## config.mk

```make
export PLATFORM = sky130hd
export DESIGN_NAME = time_of_day_relay_scheduler
export DESIGN_NICKNAME = d
export VERILOG_FILES = /design/src/hdl/tdrs_pkg.sv /design/src/hdl/tdrs_window.sv /design/src/hdl/tdrs_core.sv /design/src/hdl/time_of_day_relay_scheduler.sv
export SDC_FILE = /design/constraint.sdc
export NUM_CORES = 1
export LEC_CHECK = 0
export ABC_AREA = 0
export BUFFER_PORTS_ARGS = -buffer_cell sky130_fd_sc_hd__clkbuf_2
export CAP_MARGIN = 20
export CORE_UTILIZATION = 65
export DETAILED_ROUTE_END_ITERATION = 6
export GPL_TIMING_DRIVEN = 0
export PLACE_DENSITY = 0.84
export SYNTH_ARGS = -nofsm -noshare
export SYNTH_HDL_FRONTEND = slang
export SYNTH_SLANG_ARGS = --single-unit
```

## constraint.sdc

```tcl
create_clock -name clock -period 7.6 [get_ports clock]
set_clock_uncertainty 0.2 [all_clocks]
set_input_delay 0.76 -clock clock [delete_from_list [all_inputs] [get_ports clock]]
set_output_delay 0.76 -clock clock [all_outputs]
set_load 0.1 [all_outputs]
```

## src/hdl/tdrs_pkg.sv

```systemverilog
// Shared types and constants for the time-of-day relay scheduler.
// No dependencies; imported by every module of the block.
package tdrs_pkg;

   localparam int MINUTE_W   = 11;
   localparam int DAY_W      = 5;
   localparam int DIST_W     = 16;
   localparam int OVR_W      = 2;
   localparam int WINDOW_W   = 12;
   localparam int SLOT_W     = 12;
   localparam int SLOT_BANK_W = 48;
   localparam int MAX_SLOTS  = 8;
   localparam int CSR_IDX_W  = 3;
   localparam int CSR_DATA_W = 48;

   localparam logic [WINDOW_W-1:0] MINUTES_PER_DAY = 12'd1440;

   localparam logic [OVR_W-1:0] OVR_AUTO = 2'b11;
   localparam logic [OVR_W-1:0] OVR_ON   = 2'b01;

   typedef enum logic {
      OP_TICK = 1'b0,
      OP_LOAD = 1'b1
   } op_type;

   typedef enum logic [CSR_IDX_W-1:0] {
      REG_LIGHT_START  = 3'd0,
      REG_LIGHT_END    = 3'd1,
      REG_SLOT_MINUTES = 3'd2,
      REG_CUTOFF       = 3'd3,
      REG_SLOTS_LOW    = 3'd4,
      REG_SLOTS_HIGH   = 3'd5
   } csr_reg_type;

   typedef struct packed {
      logic signed [WINDOW_W-1:0] light_start;
      logic signed [WINDOW_W-1:0] light_end;
      logic [MINUTE_W-1:0]        slot_minutes;
      logic [DIST_W-1:0]          cutoff;
      logic [SLOT_BANK_W-1:0]     slots_low;
      logic [SLOT_BANK_W-1:0]     slots_high;
   } cfg_type;

   typedef struct packed {
      op_type                  operation;
      logic                    clock_valid;
      logic [MINUTE_W-1:0]     minute_of_day;
      logic [DAY_W-1:0]        day_of_month;
      logic [DIST_W-1:0]       water_distance;
      logic signed [OVR_W-1:0] light_override_value;
      logic signed [OVR_W-1:0] pump_override_value;
   } item_type;

   typedef struct packed {
      logic light_hit;
      logic pump_hit;
   } win_type;

   typedef struct packed {
      logic light_on;
      logic pump_on;
      logic light_changed;
      logic pump_changed;
      logic safety_cut;
      logic overrides_cleared;
   } result_type;

endpackage

```

## src/hdl/tdrs_window.sv

```systemverilog
// Light window and pump slot window compares for one minute of day.
// Depends on tdrs_pkg; purely combinational.
module tdrs_window import tdrs_pkg::*; #(
   parameter int NUM_SLOTS = 8
) (
   input  cfg_type             cfg,
   input  logic [MINUTE_W-1:0] minute,
   output win_type             hit
);

   logic [SLOT_W*MAX_SLOTS-1:0] slots;
   logic [NUM_SLOTS-1:0]        slot_hit;
   logic [WINDOW_W-1:0]         now_ext;
   logic [WINDOW_W-1:0]         lstart;
   logic [WINDOW_W-1:0]         lend;
   logic                        light_set;

   assign slots   = {cfg.slots_high, cfg.slots_low};
   assign now_ext = {1'b0, minute};

   for (genvar i = 0; i < NUM_SLOTS; i++) begin : g_slot
      logic [SLOT_W-1:0]   slot;
      logic [WINDOW_W-1:0] start;
      logic [WINDOW_W-1:0] stop;
      logic [WINDOW_W-1:0] stop_wrap;
      logic                wraps;

      assign slot      = slots[i*SLOT_W +: SLOT_W];
      assign start     = {1'b0, slot[MINUTE_W-1:0]};
      assign stop      = start + {1'b0, cfg.slot_minutes};
      assign stop_wrap = stop - MINUTES_PER_DAY;
      assign wraps     = stop > MINUTES_PER_DAY;
      assign slot_hit[i] = slot[SLOT_W-1] &&
         (wraps ? (now_ext >= start || now_ext < stop_wrap)
                : (now_ext >= start && now_ext < stop));
   end

   // both bounds non-negative once set, so unsigned compares hold
   assign lstart    = cfg.light_start;
   assign lend      = cfg.light_end;
   assign light_set = !lstart[WINDOW_W-1] && !lend[WINDOW_W-1];

   assign hit.light_hit = light_set &&
      ((lstart <= lend) ? (now_ext >= lstart && now_ext < lend)
                        : (now_ext >= lstart || now_ext < lend));
   assign hit.pump_hit  = |slot_hit;

endmodule

```

## src/hdl/tdrs_core.sv

```systemverilog
// Relay decision, override and midnight state, and the result register.
// Depends on tdrs_pkg; window hits come from tdrs_window.
module tdrs_core import tdrs_pkg::*; (
   input  logic              clock,
   input  logic              reset,
   input  logic              item_valid,
   input  item_type          item,
   input  win_type           hit,
   input  logic [DIST_W-1:0] cutoff,
   input  logic              rsp_stall,
   output logic              take,
   output logic              rsp_valid,
   output result_type        rsp
);

   logic              light_state_ff, light_state_in;
   logic              pump_state_ff, pump_state_in;
   logic [OVR_W-1:0]  light_ovr_ff, light_ovr_in;
   logic [OVR_W-1:0]  pump_ovr_ff, pump_ovr_in;
   logic [DAY_W-1:0]  last_day_ff, last_day_in;
   logic              rsp_valid_ff, rsp_valid_in;
   result_type        rsp_ff, rsp_in;
   logic              fire;
   logic              midnight;
   logic              cut;

   assign take = !rsp_valid_ff || !rsp_stall;
   assign fire = item_valid && take;
   assign cut  = item.water_distance >= cutoff;
   assign midnight = item.clock_valid && (item.minute_of_day == '0) &&
                     (last_day_ff != item.day_of_month);

   always_comb begin
      light_state_in = light_state_ff;
      pump_state_in  = pump_state_ff;
      light_ovr_in   = light_ovr_ff;
      pump_ovr_in    = pump_ovr_ff;
      last_day_in    = last_day_ff;
      rsp_in         = rsp_ff;
      rsp_valid_in   = rsp_valid_ff && rsp_stall;
      if (fire) begin
         rsp_valid_in = 1'b1;
         rsp_in       = '0;
         if (item.operation == OP_LOAD) begin
            light_ovr_in = item.light_override_value;
            pump_ovr_in  = item.pump_override_value;
         end else begin
            if (!light_ovr_ff[OVR_W-1])
               light_state_in = (light_ovr_ff == OVR_ON);
            else if (item.clock_valid)
               light_state_in = hit.light_hit;

            if (cut)
               pump_state_in = 1'b0;
            else if (!pump_ovr_ff[OVR_W-1])
               pump_state_in = (pump_ovr_ff == OVR_ON);
            else if (item.clock_valid)
               pump_state_in = hit.pump_hit;

            rsp_in.light_changed = light_state_in != light_state_ff;
            rsp_in.pump_changed  = pump_state_in != pump_state_ff;
            rsp_in.safety_cut    = cut;

            if (midnight) begin
               last_day_in = item.day_of_month;
               if (!light_ovr_ff[OVR_W-1] || !pump_ovr_ff[OVR_W-1]) begin
                  light_ovr_in = OVR_AUTO;
                  pump_ovr_in  = OVR_AUTO;
                  rsp_in.overrides_cleared = 1'b1;
               end
            end
         end
         rsp_in.light_on = light_state_in;
         rsp_in.pump_on  = pump_state_in;
      end
   end

   always_ff @(posedge clock) begin
      if (reset) begin
         light_state_ff <= 1'b0;
         pump_state_ff  <= 1'b0;
         light_ovr_ff   <= OVR_AUTO;
         pump_ovr_ff    <= OVR_AUTO;
         last_day_ff    <= '0;
         rsp_valid_ff   <= 1'b0;
      end else begin
         light_state_ff <= light_state_in;
         pump_state_ff  <= pump_state_in;
         light_ovr_ff   <= light_ovr_in;
         pump_ovr_ff    <= pump_ovr_in;
         last_day_ff    <= last_day_in;
         rsp_valid_ff   <= rsp_valid_in;
      end
   end

   always_ff @(posedge clock) begin
      rsp_ff <= rsp_in;
   end

   assign rsp_valid = rsp_valid_ff;
   assign rsp       = rsp_ff;

   a_cut_forces_off: assert property (@(posedge clock) disable iff (reset)
      rsp_valid_ff && rsp_ff.safety_cut |-> !rsp_ff.pump_on)
      else $error("safety cut with pump on");

   a_clear_to_auto: assert property (@(posedge clock) disable iff (reset)
      fire && rsp_in.overrides_cleared |=>
         light_ovr_ff == OVR_AUTO && pump_ovr_ff == OVR_AUTO)
      else $error("overrides not cleared");

   a_result_tracks_state: assert property (@(posedge clock) disable iff (reset)
      $past(fire) |-> rsp_ff.light_on == light_state_ff &&
                      rsp_ff.pump_on == pump_state_ff)
      else $error("result disagrees with relay state");

   a_hold_under_stall: assert property (@(posedge clock) disable iff (reset)
      rsp_valid_ff && rsp_stall |=> rsp_valid_ff && $stable(rsp_ff))
      else $error("result lost under stall");

endmodule

```

## src/hdl/time_of_day_relay_scheduler.sv

```systemverilog
// Top level of the time-of-day relay scheduler: registers, input stage, wiring.
// Depends on tdrs_pkg, tdrs_window and tdrs_core.
//
// Usage:
//   req_*  : one transaction per item. operation 0 is a tick that updates the
//            light and pump relays; operation 1 loads both override values.
//   rsp_*  : exactly one result transaction per accepted item, in order.
//   csr_*  : register writes (index, data); csr_ready is always high. Write
//            only while no item is in flight.
// Pipeline: an accepted item passes the input register, then the result
// register, with the window compares between them.
// Throughput: one item per cycle while rsp_stall is low; the relay and
// override state update at the same edge that loads the result register.
// Stall: while rsp_stall holds a waiting result, one more item is taken into
// the input register; req_stall then rises until the result is taken.
// Reset: relays off, overrides automatic, no day cleared yet, registers at
// their defaults, both stages empty.
module time_of_day_relay_scheduler import tdrs_pkg::*; #(
   parameter int NUM_SLOTS = 8
) (
   input  logic                       clock,
   input  logic                       reset,
   input  logic                       req_valid,
   output logic                       req_stall,
   input  logic                       req_operation,
   input  logic                       req_clock_valid,
   input  logic [MINUTE_W-1:0]        req_minute_of_day,
   input  logic [DAY_W-1:0]           req_day_of_month,
   input  logic [DIST_W-1:0]          req_water_distance,
   input  logic signed [OVR_W-1:0]    req_light_override_value,
   input  logic signed [OVR_W-1:0]    req_pump_override_value,
   output logic                       rsp_valid,
   input  logic                       rsp_stall,
   output logic                       rsp_light_on,
   output logic                       rsp_pump_on,
   output logic                       rsp_light_changed,
   output logic                       rsp_pump_changed,
   output logic                       rsp_safety_cut,
   output logic                       rsp_overrides_cleared,
   input  logic                       csr_valid,
   output logic                       csr_ready,
   input  logic [CSR_IDX_W-1:0]       csr_index,
   input  logic [CSR_DATA_W-1:0]      csr_data
);

   cfg_type    cfg_ff, cfg_in;
   item_type   item_ff, item_in;
   logic       item_valid_ff, item_valid_in;
   logic       take;
   logic       req_fire;
   win_type    hit;
   result_type rsp;

   assign csr_ready = 1'b1;

   always_comb begin
      cfg_in = cfg_ff;
      if (csr_valid) begin
         case (csr_reg_type'(csr_index))
            REG_LIGHT_START:  cfg_in.light_start  = csr_data[WINDOW_W-1:0];
            REG_LIGHT_END:    cfg_in.light_end    = csr_data[WINDOW_W-1:0];
            REG_SLOT_MINUTES: cfg_in.slot_minutes = csr_data[MINUTE_W-1:0];
            REG_CUTOFF:       cfg_in.cutoff       = csr_data[DIST_W-1:0];
            REG_SLOTS_LOW:    cfg_in.slots_low    = csr_data[SLOT_BANK_W-1:0];
            REG_SLOTS_HIGH:   cfg_in.slots_high   = csr_data[SLOT_BANK_W-1:0];
            default: ;
         endcase
      end
   end

   assign req_stall = item_valid_ff && !take;
   assign req_fire  = req_valid && !req_stall;

   always_comb begin
      item_in.operation            = op_type'(req_operation);
      item_in.clock_valid          = req_clock_valid;
      item_in.minute_of_day        = req_minute_of_day;
      item_in.day_of_month         = req_day_of_month;
      item_in.water_distance       = req_water_distance;
      item_in.light_override_value = req_light_override_value;
      item_in.pump_override_value  = req_pump_override_value;
      if (req_fire)
         item_valid_in = 1'b1;
      else if (take)
         item_valid_in = 1'b0;
      else
         item_valid_in = item_valid_ff;
   end

   always_ff @(posedge clock) begin
      if (reset) begin
         cfg_ff.light_start  <= '1;
         cfg_ff.light_end    <= '1;
         cfg_ff.slot_minutes <= 11'd5;
         cfg_ff.cutoff       <= '1;
         cfg_ff.slots_low    <= '0;
         cfg_ff.slots_high   <= '0;
         item_valid_ff       <= 1'b0;
      end else begin
         cfg_ff        <= cfg_in;
         item_valid_ff <= item_valid_in;
      end
   end

   always_ff @(posedge clock) begin
      if (req_fire)
         item_ff <= item_in;
   end

   tdrs_window #(
      .NUM_SLOTS(NUM_SLOTS)
   ) u_window (
      .cfg    (cfg_ff),
      .minute (item_ff.minute_of_day),
      .hit    (hit)
   );

   tdrs_core u_core (
      .clock      (clock),
      .reset      (reset),
      .item_valid (item_valid_ff),
      .item       (item_ff),
      .hit        (hit),
      .cutoff     (cfg_ff.cutoff),
      .rsp_stall  (rsp_stall),
      .take       (take),
      .rsp_valid  (rsp_valid),
      .rsp        (rsp)
   );

   assign rsp_light_on          = rsp.light_on;
   assign rsp_pump_on           = rsp.pump_on;
   assign rsp_light_changed     = rsp.light_changed;
   assign rsp_pump_changed      = rsp.pump_changed;
   assign rsp_safety_cut        = rsp.safety_cut;
   assign rsp_overrides_cleared = rsp.overrides_cleared;

endmodule

```

---- Word-level counts from Yosys, hierarchy flattened ----
Cells that the tools add are included.
storage, ports and cells
  flip-flop bits (word level) ............. 204
  latch bits .............................. 0
  memory bits (read-only) ................. 0
  memory bits (writable) .................. 0
  memories kept ........................... 0
  word-level logic and storage cells ...... 177
  output and inout port bits .............. 9
cells by class
  div/mod/pow operators ................... 0
  shift operators ......................... 0
  equal/unequal tests ..................... 10
  mux-type cells .......................... 28
  reductions and logical operators ........ 59
  order comparisons ....................... 36
  bitwise logic cells ..................... 2
  $add $sub $neg .......................... 16
  multiply operators ...................... 0
operator list
  cell                                                                                count
  11-bit by 12-bit < comparator with 1-bit output                                     17
  11-bit by 11-bit adder with 12-bit output                                           8
  12-bit by 11-bit greater-than comparator with 1-bit output (second input constant)  8
  12-bit by 11-bit subtractor with 12-bit output (second input constant)              8
  11-bit greater-or-equal comparator                                                  8
  1-bit logical AND                                                                   25
  1-bit 2-to-1 mux                                                                    24
  16-bit greater-or-equal comparator                                                  1
  11-bit by 12-bit greater-or-equal comparator with 1-bit output                      1
  12-bit <= comparator                                                                1
  2-bit AND reduction                                                                 6
  11-bit logical NOT                                                                  1
  1-bit logical OR                                                                    11
  1-bit logical NOT                                                                   8
  2-bit 2-to-1 mux                                                                    4
  8-bit OR reduction                                                                  1
  3-bit by 2-bit equality test with 1-bit output (second input constant)              2
  3-bit equality test (second input constant)                                         2
  3-bit AND reduction                                                                 2
  2-bit nonzero test                                                                  3
  5-bit != test                                                                       1
  2-bit by 1-bit equality test with 1-bit output (second input constant)              2
  3-bit by 1-bit equality test with 1-bit output (second input constant)              1
  3-bit logical NOT                                                                   1
  other kinds (3)                                                                     5

---- Logic depth before layout (Yosys ltp) ----
Gate-level depths: netlist (run 1).
  depth after elaboration ................. 13
  mapped depth ............................ 22

---- Cells and area by module ----
From an unflattened synthesis (run 1), not the netlist that was laid out.
second synthesis, totals
  cell total of the unflattened synthesis .. 2133
  area, all modules ....................... 19200.9 um^2
modules (own cells, without submodules)
  module                       cells an instance  area each (um^2)  instances  seq. area each (um^2)
  tdrs_window                  1388               10839.1           1          0.0
  time_of_day_relay_scheduler  598                7084.3            1          4103.9
  tdrs_core                    147                1277.5            1          420.4

---- Worst setup path after synthesis (run 1) ----
Ideal clock, no wire load.
  path type ............................... flip-flop to flip-flop
  from .................................... register cfg_ff[113] (netlist bit)
  to ...................................... register u_core.rsp_ff (netlist bit u_core.rsp[2]), data pin
  library setup time ...................... 0.259 ns
  clock period less this slack ............ 4.789 ns
  slack ................................... 2.811 ns
  required time ........................... 7.141 ns
  stages on the path, launching flop included .. 18
  path buffers ............................ 0
  data arrival time ....................... 4.330 ns
  cells stage by stage .................... dfxtp_1 inv_1 fa_1 nor2b_4 o2111a_2 o41ai_4 and4_2 or3_4 xnor2_1 ha_1 and4_1 a221oi_1 a22o_1 o31ai_2 o21ai_1 or4_4 a31o_1 a211o_1
between the ends
  word-level cells in the longest chain between the ends .. 13
ends and longest elaborated chain
  element                                          RTL line                            RTL
  start: declaration                               time_of_day_relay_scheduler.sv:46   cfg_type cfg_ff, cfg_in;
  start signal: assignment                         time_of_day_relay_scheduler.sv:100  cfg_ff <= cfg_in;
  11-bit by 11-bit adder with 12-bit output        tdrs_window.sv:30                   assign stop = start + {1'b0, cfg.slot_minutes};
  12-bit by 11-bit subtractor with 12-bit output   tdrs_window.sv:31                   assign stop_wrap = stop - MINUTES_PER_DAY;
  11-bit by 12-bit < comparator with 1-bit output  tdrs_window.sv:34                   (wraps ? (now_ext >= start || now_ext < stop_wrap)
  1-bit logical OR                                 tdrs_window.sv:34
  1-bit 2-to-1 mux                                 tdrs_window.sv:34
  1-bit logical AND                                tdrs_window.sv:33                   assign slot_hit[i] = slot[SLOT_W-1] &&
  8-bit OR reduction (*)                           tdrs_window.sv:46                   assign hit.pump_hit = |slot_hit;
  1-bit 2-to-1 mux (*)                             tdrs_core.sv:57                     else if (item.clock_valid)
  1-bit 2-to-1 mux (*)                             tdrs_core.sv:55                     else if (!pump_ovr_ff[OVR_W-1])
  1-bit 2-to-1 mux (*)                             tdrs_core.sv:53                     if (cut)
  1-bit 2-to-1 mux (*)                             tdrs_core.sv:44                     if (item.operation == OP_LOAD) begin
  1-bit 2-to-1 mux (*)                             tdrs_core.sv:41                     if (fire) begin
  1-bit != test (*)                                tdrs_core.sv:61                     rsp_in.pump_changed = pump_state_in != pump_state_ff;
  end signal: assignment                           tdrs_core.sv:97                     rsp_ff <= rsp_in;
  end: declaration                                 tdrs_core.sv:22                     result_type rsp_ff, rsp_in;
Mark *: on every way between the ends. The rest lies on a longest branch, timed or not. The select of a mux whose other input is x is not followed.
A chain may end at the register's enable or synchronous reset.

---- Final worst setup path (run 1) ----
  from .................................... register cfg_ff[113] (netlist bit)
  to ...................................... register u_core.rsp_ff (netlist bit u_core.rsp[4]), data pin
between the ends
  word-level cells in the longest chain between the ends .. 13
ends and longest elaborated chain
  element                                          RTL line
  11-bit by 11-bit adder with 12-bit output        tdrs_window.sv:30
  12-bit by 11-bit subtractor with 12-bit output   tdrs_window.sv:31
  11-bit by 12-bit < comparator with 1-bit output  tdrs_window.sv:34
  1-bit logical OR                                 tdrs_window.sv:34
  1-bit 2-to-1 mux                                 tdrs_window.sv:34
  1-bit logical AND                                tdrs_window.sv:33
  8-bit OR reduction (*)                           tdrs_window.sv:46
  1-bit 2-to-1 mux (*)                             tdrs_core.sv:57
  1-bit 2-to-1 mux (*)                             tdrs_core.sv:55
  1-bit 2-to-1 mux (*)                             tdrs_core.sv:53
  1-bit 2-to-1 mux (*)                             tdrs_core.sv:44
  1-bit 2-to-1 mux (*)                             tdrs_core.sv:41
  1-bit 2-to-1 mux (*)                             tdrs_core.sv:44
Marked as above.

==> results.md, run 1 <==
- Critical R2R Launch: cfg_ff[113]
- WL/cell: 19.1 um
- NumNets Final: 2803
- Ranking of synthesized cells by area: ha_1, dfxtp_1, edfxtp_1
- Initial antenna violation count: 1
- Gate Count Post-Synth: 2200
- Overflow after GRT: 0
- Detail Route Antenna Nets: 0
- Post-synth cell types: 86
- CTS Sinks: 204
- Final min period: 6.15 ns
- HP Class: input pin to flip-flop
- Number of global-route vias before repair: 17000
- RSZ-0062 raised after global routing: false
- Post-synth EDFFs: 44
- H-tree levels: 1
- Clk buf depth: 3
- DP HPWL: 39400 um
- Final cell count without fillers: 2734
- Iteration-0 DRC Markers: 1201
- Synth Area per Inst: 8.31 um2
- Final Cycle Share: 80.9%
- Setup Fix Bufs, Post-CTS: 0
- CP Launch Point: cfg_ff[113]
- I/O Buffers: 100
- Reg2reg setup slack: 1.45 ns
- Worst R2R End: u_core.rsp[4]
- All-Layer GR Usage: 36.2%
- Max IR drop VDD: 0.208 mV
- Final Hold Fails: 0
- DRC: 0
- Register area share after synthesis: 24.8%
- Detailed Route WL: 52300 um
- Top Ports: 103
- P&R area growth vs syn: 11.3%
- CP Max Fanout: 10
- Max-Cap Viols: 0
- Die area: 28800 um2
- Share of post-route cells with drive strength above 1: 8.06%
- Initial Utilization: 66.0%
- Mapped Nets: 2664
- CTS tree: built
- Yosys warning count: 0
- Yosys top cell area share: 24.8%
- FILL cells: 2144
- CP Class: flip-flop to flip-flop
- Slew of the pin with the lowest slew margin: 1.23 ns
- Reg2Reg Depth: 17
- PostCTS Resize Cnt: 0
- Slew headroom: 18.1%
- Core ar.: 27700 um2
- Register cell area after layout: 4520 um2
- Fin Setup TNS: 0 ns
- Crit path to: u_core.rsp[4]
- CTS clk-pin slew, worst paths: 0.06 ns
- # rows: 61
- CTS Buf Count: 23
- Setup crit end kind: flip-flop
- Global-route wire length before repair: 83100 um
- Inst Count DP: 2692
- Synth async-reset ratio: 0%
- Drt pass-1 iters: 5
- Status: finished clean
- Via/cell ratio: 6.28
- Die width: 170 um
- Worst skew pair latency: 0.55 ns
- FMAX: 0.163 GHz
- Total power per unit cell area: 143 nW/um2
- Startpoint type of the worst setup path: flip-flop
- ANT cells: 0
- Final Wtd Congestion: 0.878
- Yosys top cell by area: ha_1
- Crit path DAT: 6.25 ns
- Commonest non-fill, non-tap cells in the layout: ha_1, nand2_1, a21oi_1
- #FFs+latches synth: 204
- Synth Flop Type: dfxtp_1
- Root Buffer: clkbuf_16
- Die Y: 170 um
- Commonest non-fill, non-tap cell in the layout: ha_1
- Hold wc startpoint: req_light_override_value[0]
- Multi-input gate area: 12900 um2
- Worst Path Required: 7.70 ns
- Largest net degree at the start of global routing: 23
- Leakage Power: 8.97 nW
- Final setup violating endpoints: 0
- Post-Syn Area: 18300 um2
- Post-CTS Hold Buffers: 0
- Slew Limit Fails: 0
- Routed vias: 17200
-- worst max-delay path, cell delays in order (launching register included) --
cell,delay (ns)
dfxtp_1,0.73
inv_1,0.52
fa_1,0.56
nor2b_1,0.14
o21ai_0,0.17
o211ai_1,0.31
nand2_1,0.11
xor2_1,0.38
ha_1,0.19
o21a_1,0.11
nor2_1,0.04
a31o_2,0.21
maj3_1,0.35
o2111ai_1,0.47
o211ai_1,0.42
a2111oi_2,0.56
nand2b_1,0.18
a32o_1,0.25
-- layer usage --
metal | wire, um | track usage, % | vias to the layer above | share of wire (%)
li1 | - | - | 8223 | -
met1 | 20500 | 42.7 | 8030 | 39
met2 | 24600 | 63.2 | 735 | 47
met3 | 4270 | 5.71 | 191 | 8.2
met4 | 2980 | 19.3 | 2 | 5.7
met5 | 13 | 0 | - | 0.025
-- worst min-delay path by stage --
stage | depth (start not counted) | end
finish | 1 | item_ff[2]
global route | 1 | item_ff[2]
CTS | 1 | item_ff[2]
detailed placement | 2 | cfg_ff[97]
global placement | 2 | cfg_ff[23]
floorplan | 2 | cfg_ff[23]
-- sequential cells by signal (all words and copies together) (netlist names) --
name,flops
item_ff,38
u_core.light_ovr_ff,2
u_core.rsp,6
u_core.rsp_valid,1
u_core.pump_ovr_ff,2
cfg_ff,147
u_core.light_state_ff,1
item_valid_ff,1
u_core.last_day_ff,5
u_core.pump_state_ff,1
-- synthesized netlist by cell type (9+ instances only) --
library cell,instances
dfxtp_1,160
nor2b_1,27
o21a_1,34
a31oi_1,13
nand3_1,27
a21boi_0,9
a21o_1,48
o211ai_1,25
nor2_1,117
clkbuf_1,51
xnor2_1,55
and3_1,16
xor2_1,43
a21oi_1,220
nand2b_1,44
o22ai_1,10
o21ai_0,94
a211oi_1,26
nand4_1,10
nor4_1,10
nor3_1,32
a211o_1,32
ha_1,362
nand3b_1,20
or2_2,12
edfxtp_1,44
and2_1,9
inv_1,181
nand2_1,299
o21bai_1,11
-- report_power, final --
part	switching (mW)	internal (mW)	total, mW
clock	0.472	0.640	1.11
sequential	0.0473	1.14	1.19
combinational	0.348	0.250	0.598
total	0.868	2.03	2.90
-- per-stage QoR --
| step | worst slack (ns) | utilization [%] | hold WS, ns | cell area (um2) | power [mW] |
|---|---|---|---|---|---|
| final | 1.45 | 73.4 | 0.189 | 20300 | 2.90 |
| after global routing | 1.19 | 73.4 | 0.186 | 20300 | 3.01 |
| after CTS | 1.64 | 73.4 | 0.186 | 20300 | 2.89 |
| after detailed placement | 1.66 | 70.7 | 0.262 | 19600 | 1.79 |
| after global placement | 1.70 | 69.5 | 0.242 | 19300 | 1.74 |
| after floorplan | 2.81 | - | 0.236 | 18300 | 1.59 |
-- kinds of logic (layout without fill, tap and decap cells) --
| kind of cell | count (synthesis) | in the layout | share of synthesized area [%] |
|---|---|---|---|
| compound gates | 618 | 618 | 22.2 |
| flops | 204 | 204 | 24.8 |
| other cells | 1 | 1 | 0.0205 |
| fa+ha+maj | 377 | 377 | 26.0 |
| buf+inv | 236 | 392 | 4.87 |
| simple gates | 658 | 658 | 17.0 |
| xor+xnor | 98 | 98 | 4.70 |
| mux | 8 | 8 | 0.445 |
-- layout make-up --
type	instances	share of cell area [%]
buffer	54	1.02
timing repair buffer	114	4.06
clock buffer	33	3.23
multi-input combinational	1760	63.3
sequential	204	22.2
clock inverter	9	0.461
tap	378	2.33
inverter	182	3.36
Power figures use the tool's default switching activity.
==> run 2, diff against run 1 <==
- CORE_UTILIZATION: 65 -> 63
- PLACE_DENSITY: 0.84 -> 0.82
- clock period: 7.6 -> 6.2 ns (I/O delays scaled with it)
==> run 2 against run 1 <==
Wire length is essentially flat; maximum frequency increased by 5.8%; clock-buffer cell count up 3; non-clock buffer count rose by 4; clock power rose by 20%; worst setup slack worse by 1.1 ns; critical path depth up 2; first-iteration DRC count is 7.7% lower; highest routed layer is now met4.
==> results.md, run 2 (synthesis results as in run 1) <==
- Status: finished clean (unchanged)
- Drt pass-1 iters: 6 (was 5)
- CP Class: flip-flop to flip-flop (unchanged)
- Max IR drop VDD: 0.224 mV (was 0.208 mV)
- Leakage Power: 9.00 nW (was 8.97 nW)
- WL/cell: 19.1 um (about the same)
- HP Class: input pin to flip-flop (unchanged)
- Dpl cell area: 19600 um2 (about the same)
- Reg2Reg Depth: 19 (was 17)
- Cell-internal power: 2.48 mW (was 2.03 mW)
- Final setup violating endpoints: 0 (unchanged)
- Root Buffer: clkbuf_16 (unchanged)
- Final Instance Area: 20400 um2 (was 20300 um2)
- Critical R2R Launch: cfg_ff[112] (was cfg_ff[113])
- CTS tree: built (unchanged)
- Reg2reg setup slack: 0.39 ns (was 1.45 ns)
- Final min period: 5.81 ns (was 6.15 ns)
- Initial antenna violation count: 0 (was 1)
- Net Sw Frac: 29.7% (was 29.9%)
- CTS Buf Count: 23 (unchanged)
- Die Y: 172 um (was 170 um)
- ANT cells: 0 (unchanged)
- Startpoint type of the worst setup path: flip-flop (unchanged)
- Final Cycle Share: 93.8% (was 80.9%)
- Final Hold Fails: 0 (unchanged)
- FMAX: 0.172 GHz (was 0.163 GHz)
- Pwr Total: 3.52 mW (was 2.90 mW)
- NumNets Final: 2807 (was 2803)
- P&R area growth vs syn: 11.6% (was 11.3%)
- RSZ-0062 raised after global routing: false (unchanged)
- CTS Sinks: 204 (unchanged)
- All-Layer GR Usage: 34.9% (was 36.2%)
- Final core utilization: 72.4% (was 73.4%)
- Register share of total power: 41.5% (was 41.0%)
- Sw Pwr: 1.04 mW (was 868 uW)
- Post-CTS Hold Buffers: 0 (unchanged)
- Pre-CTS WS: 0.0120 ns (was 1.66 ns)
- Slew Limit Fails: 0 (unchanged)
- Die area: 29700 um2 (was 28800 um2)
- Clock Power Share: 37.7% (was 38.3%)
- Worst skew pair latency: 0.54 ns (was 0.55 ns)
- DRC: 0 (unchanged)
- Die width: 172 um (was 170 um)
- Worst Hold End: item_ff[23] (was item_ff[2])
- Routed vias: 17100 (was 17200)
- Top Ports: 103 (unchanged)
- Hold path depth: 1 (unchanged)
- Overflow after GRT: 0 (unchanged)
- Global-route wire length before repair: 81100 um (was 83100 um)
- Total power per unit cell area: 173 nW/um2 (was 143 nW/um2)
- Max-Cap Viols: 0 (unchanged)
- Fin Setup TNS: 0 ns (unchanged)
- Slew headroom: 16.6% (was 18.1%)
- CP Max Fanout: 9 (was 10)
- Crit path DAT: 5.90 ns (was 6.25 ns)
- Biggest register: cfg_ff (unchanged)
- Share of post-route cells with drive strength above 1: 8.14% (was 8.06%)
- Combinational share of power: 20.8% (was 20.6%)
- Initial Utilization: 64.9% (was 66.0%)
- CP Launch Point: cfg_ff[112] (was cfg_ff[113])
- FILL cells: 2168 (was 2144)
- I/O Buffers: 100 (unchanged)
- H-tree levels: 1 (unchanged)
- Hold wc startpoint: req_day_of_month[3] (was req_light_override_value[0])
- Slew of the pin with the lowest slew margin: 1.25 ns (was 1.23 ns)
- CTS clk-pin slew, worst paths: 0.06 ns (about the same)
- # rows: 61 (unchanged)
- Detailed Route WL: 52300 um (about the same)
- Number of global-route vias before repair: 16300 (was 17000)
- Via/cell ratio: 6.24 (was 6.28)
- Core ar.: 28200 um2 (was 27700 um2)
- Detail Route Antenna Nets: 0 (unchanged)
- DP HPWL: 39200 um (was 39400 um)
- Largest net degree at the start of global routing: 24 (was 23)
- Fin worst setup slack: 0.387 ns (was 1.45 ns)
- Worst R2R End: u_core.rsp[2] (was u_core.rsp[4])
- Commonest non-fill, non-tap cell in the layout: ha_1 (unchanged)
- Commonest non-fill, non-tap cells in the layout: ha_1, nand2_1, a21oi_1 (unchanged)
- Setup crit end kind: flip-flop (unchanged)
- Clk buf depth: 3 (unchanged)
- Final Wtd Congestion: 0.928 (was 0.878)
- Number of flip-flops in the largest register: 147 (unchanged)
- Iteration-0 DRC Markers: 1109 (was 1201)
- Worst Path Required: 6.28 ns (was 7.70 ns)
## run 2: metal layers
metal | GRT usage, % | vias up | routed length [um]
met1 | 42.6 | 8031 | 21600
li1 | - | 8216 | -
met4 | 16.1 | 0 | 2590
met5 | 0 | - | 0
met3 | 3.78 | 174 | 3690
met2 | 61.3 | 645 | 24400
## run 2: worst max path at each step
stage                         end  cells after the start
floorplan           u_core.rsp[2]                     17
global placement    u_core.rsp[4]                     20
detailed placement  u_core.rsp[4]                     20
CTS                 u_core.rsp[2]                     19
global route        u_core.rsp[4]                     21
finish              u_core.rsp[2]                     19
## run 2: critical path, stage by stage (launching register included)
cell,delay (ns)
dfxtp_1,0.75
ha_1,0.31
inv_1,0.06
fa_1,0.44
nor2b_4,0.14
o2111a_2,0.22
nor3_1,0.06
xor2_1,0.40
ha_1,0.30
nor3_1,0.09
xnor2_1,0.15
ha_1,0.30
and4_1,0.21
o211ai_1,0.10
a22o_1,0.21
o31ai_2,0.18
o21ai_1,0.21
or4_4,0.68
a31o_1,0.23
a211o_1,0.29
## run 2: area by class of cell
| cell class | instances | area (um2) | area share (%) |
|---|---|---|---|
| Sequential cell | 204 | 4530 | 22.2 |
| Inverter | 182 | 687 | 3.37 |
| Clock buffer | 36 | 689 | 3.38 |
| Buffer | 54 | 206 | 1.01 |
| Clock inverter | 4 | 35.0 | 0.172 |
| Multi-Input combinational cell | 1760 | 12900 | 63.2 |
| Timing Repair Buffer | 118 | 901 | 4.42 |
| Tap cell | 378 | 473 | 2.32 |
## run 2: timing repair
action,4_1_cts,5_1_grt
buffers inserted,3,0
endpoints found under the setup margin,2,3
gates resized for setup,1,2
pin swaps,0,0
## run 2: power by group through the flow
| stage | registers [mW] | clock network [mW] | logic (mW) |
|---|---|---|---|
| finish | 1.46 | 1.33 | 0.732 |
| global route | 1.46 | 1.37 | 0.817 |
| CTS | 1.46 | 1.33 | 0.723 |
| detailed placement | 1.49 | 0 | 0.715 |
| global placement | 1.51 | 0 | 0.618 |
| floorplan | 1.48 | 0 | 0.462 |
## run 2: metrics by stage
step	instances	hold WS, ns
2_1_floorplan	2200	0.236
3_3_place_gp	2678	0.244
3_5_place_dp	2693	0.248
4_1_cts	2736	0.0460
5_1_grt	2736	0.0470
6_report	2736	0.0504
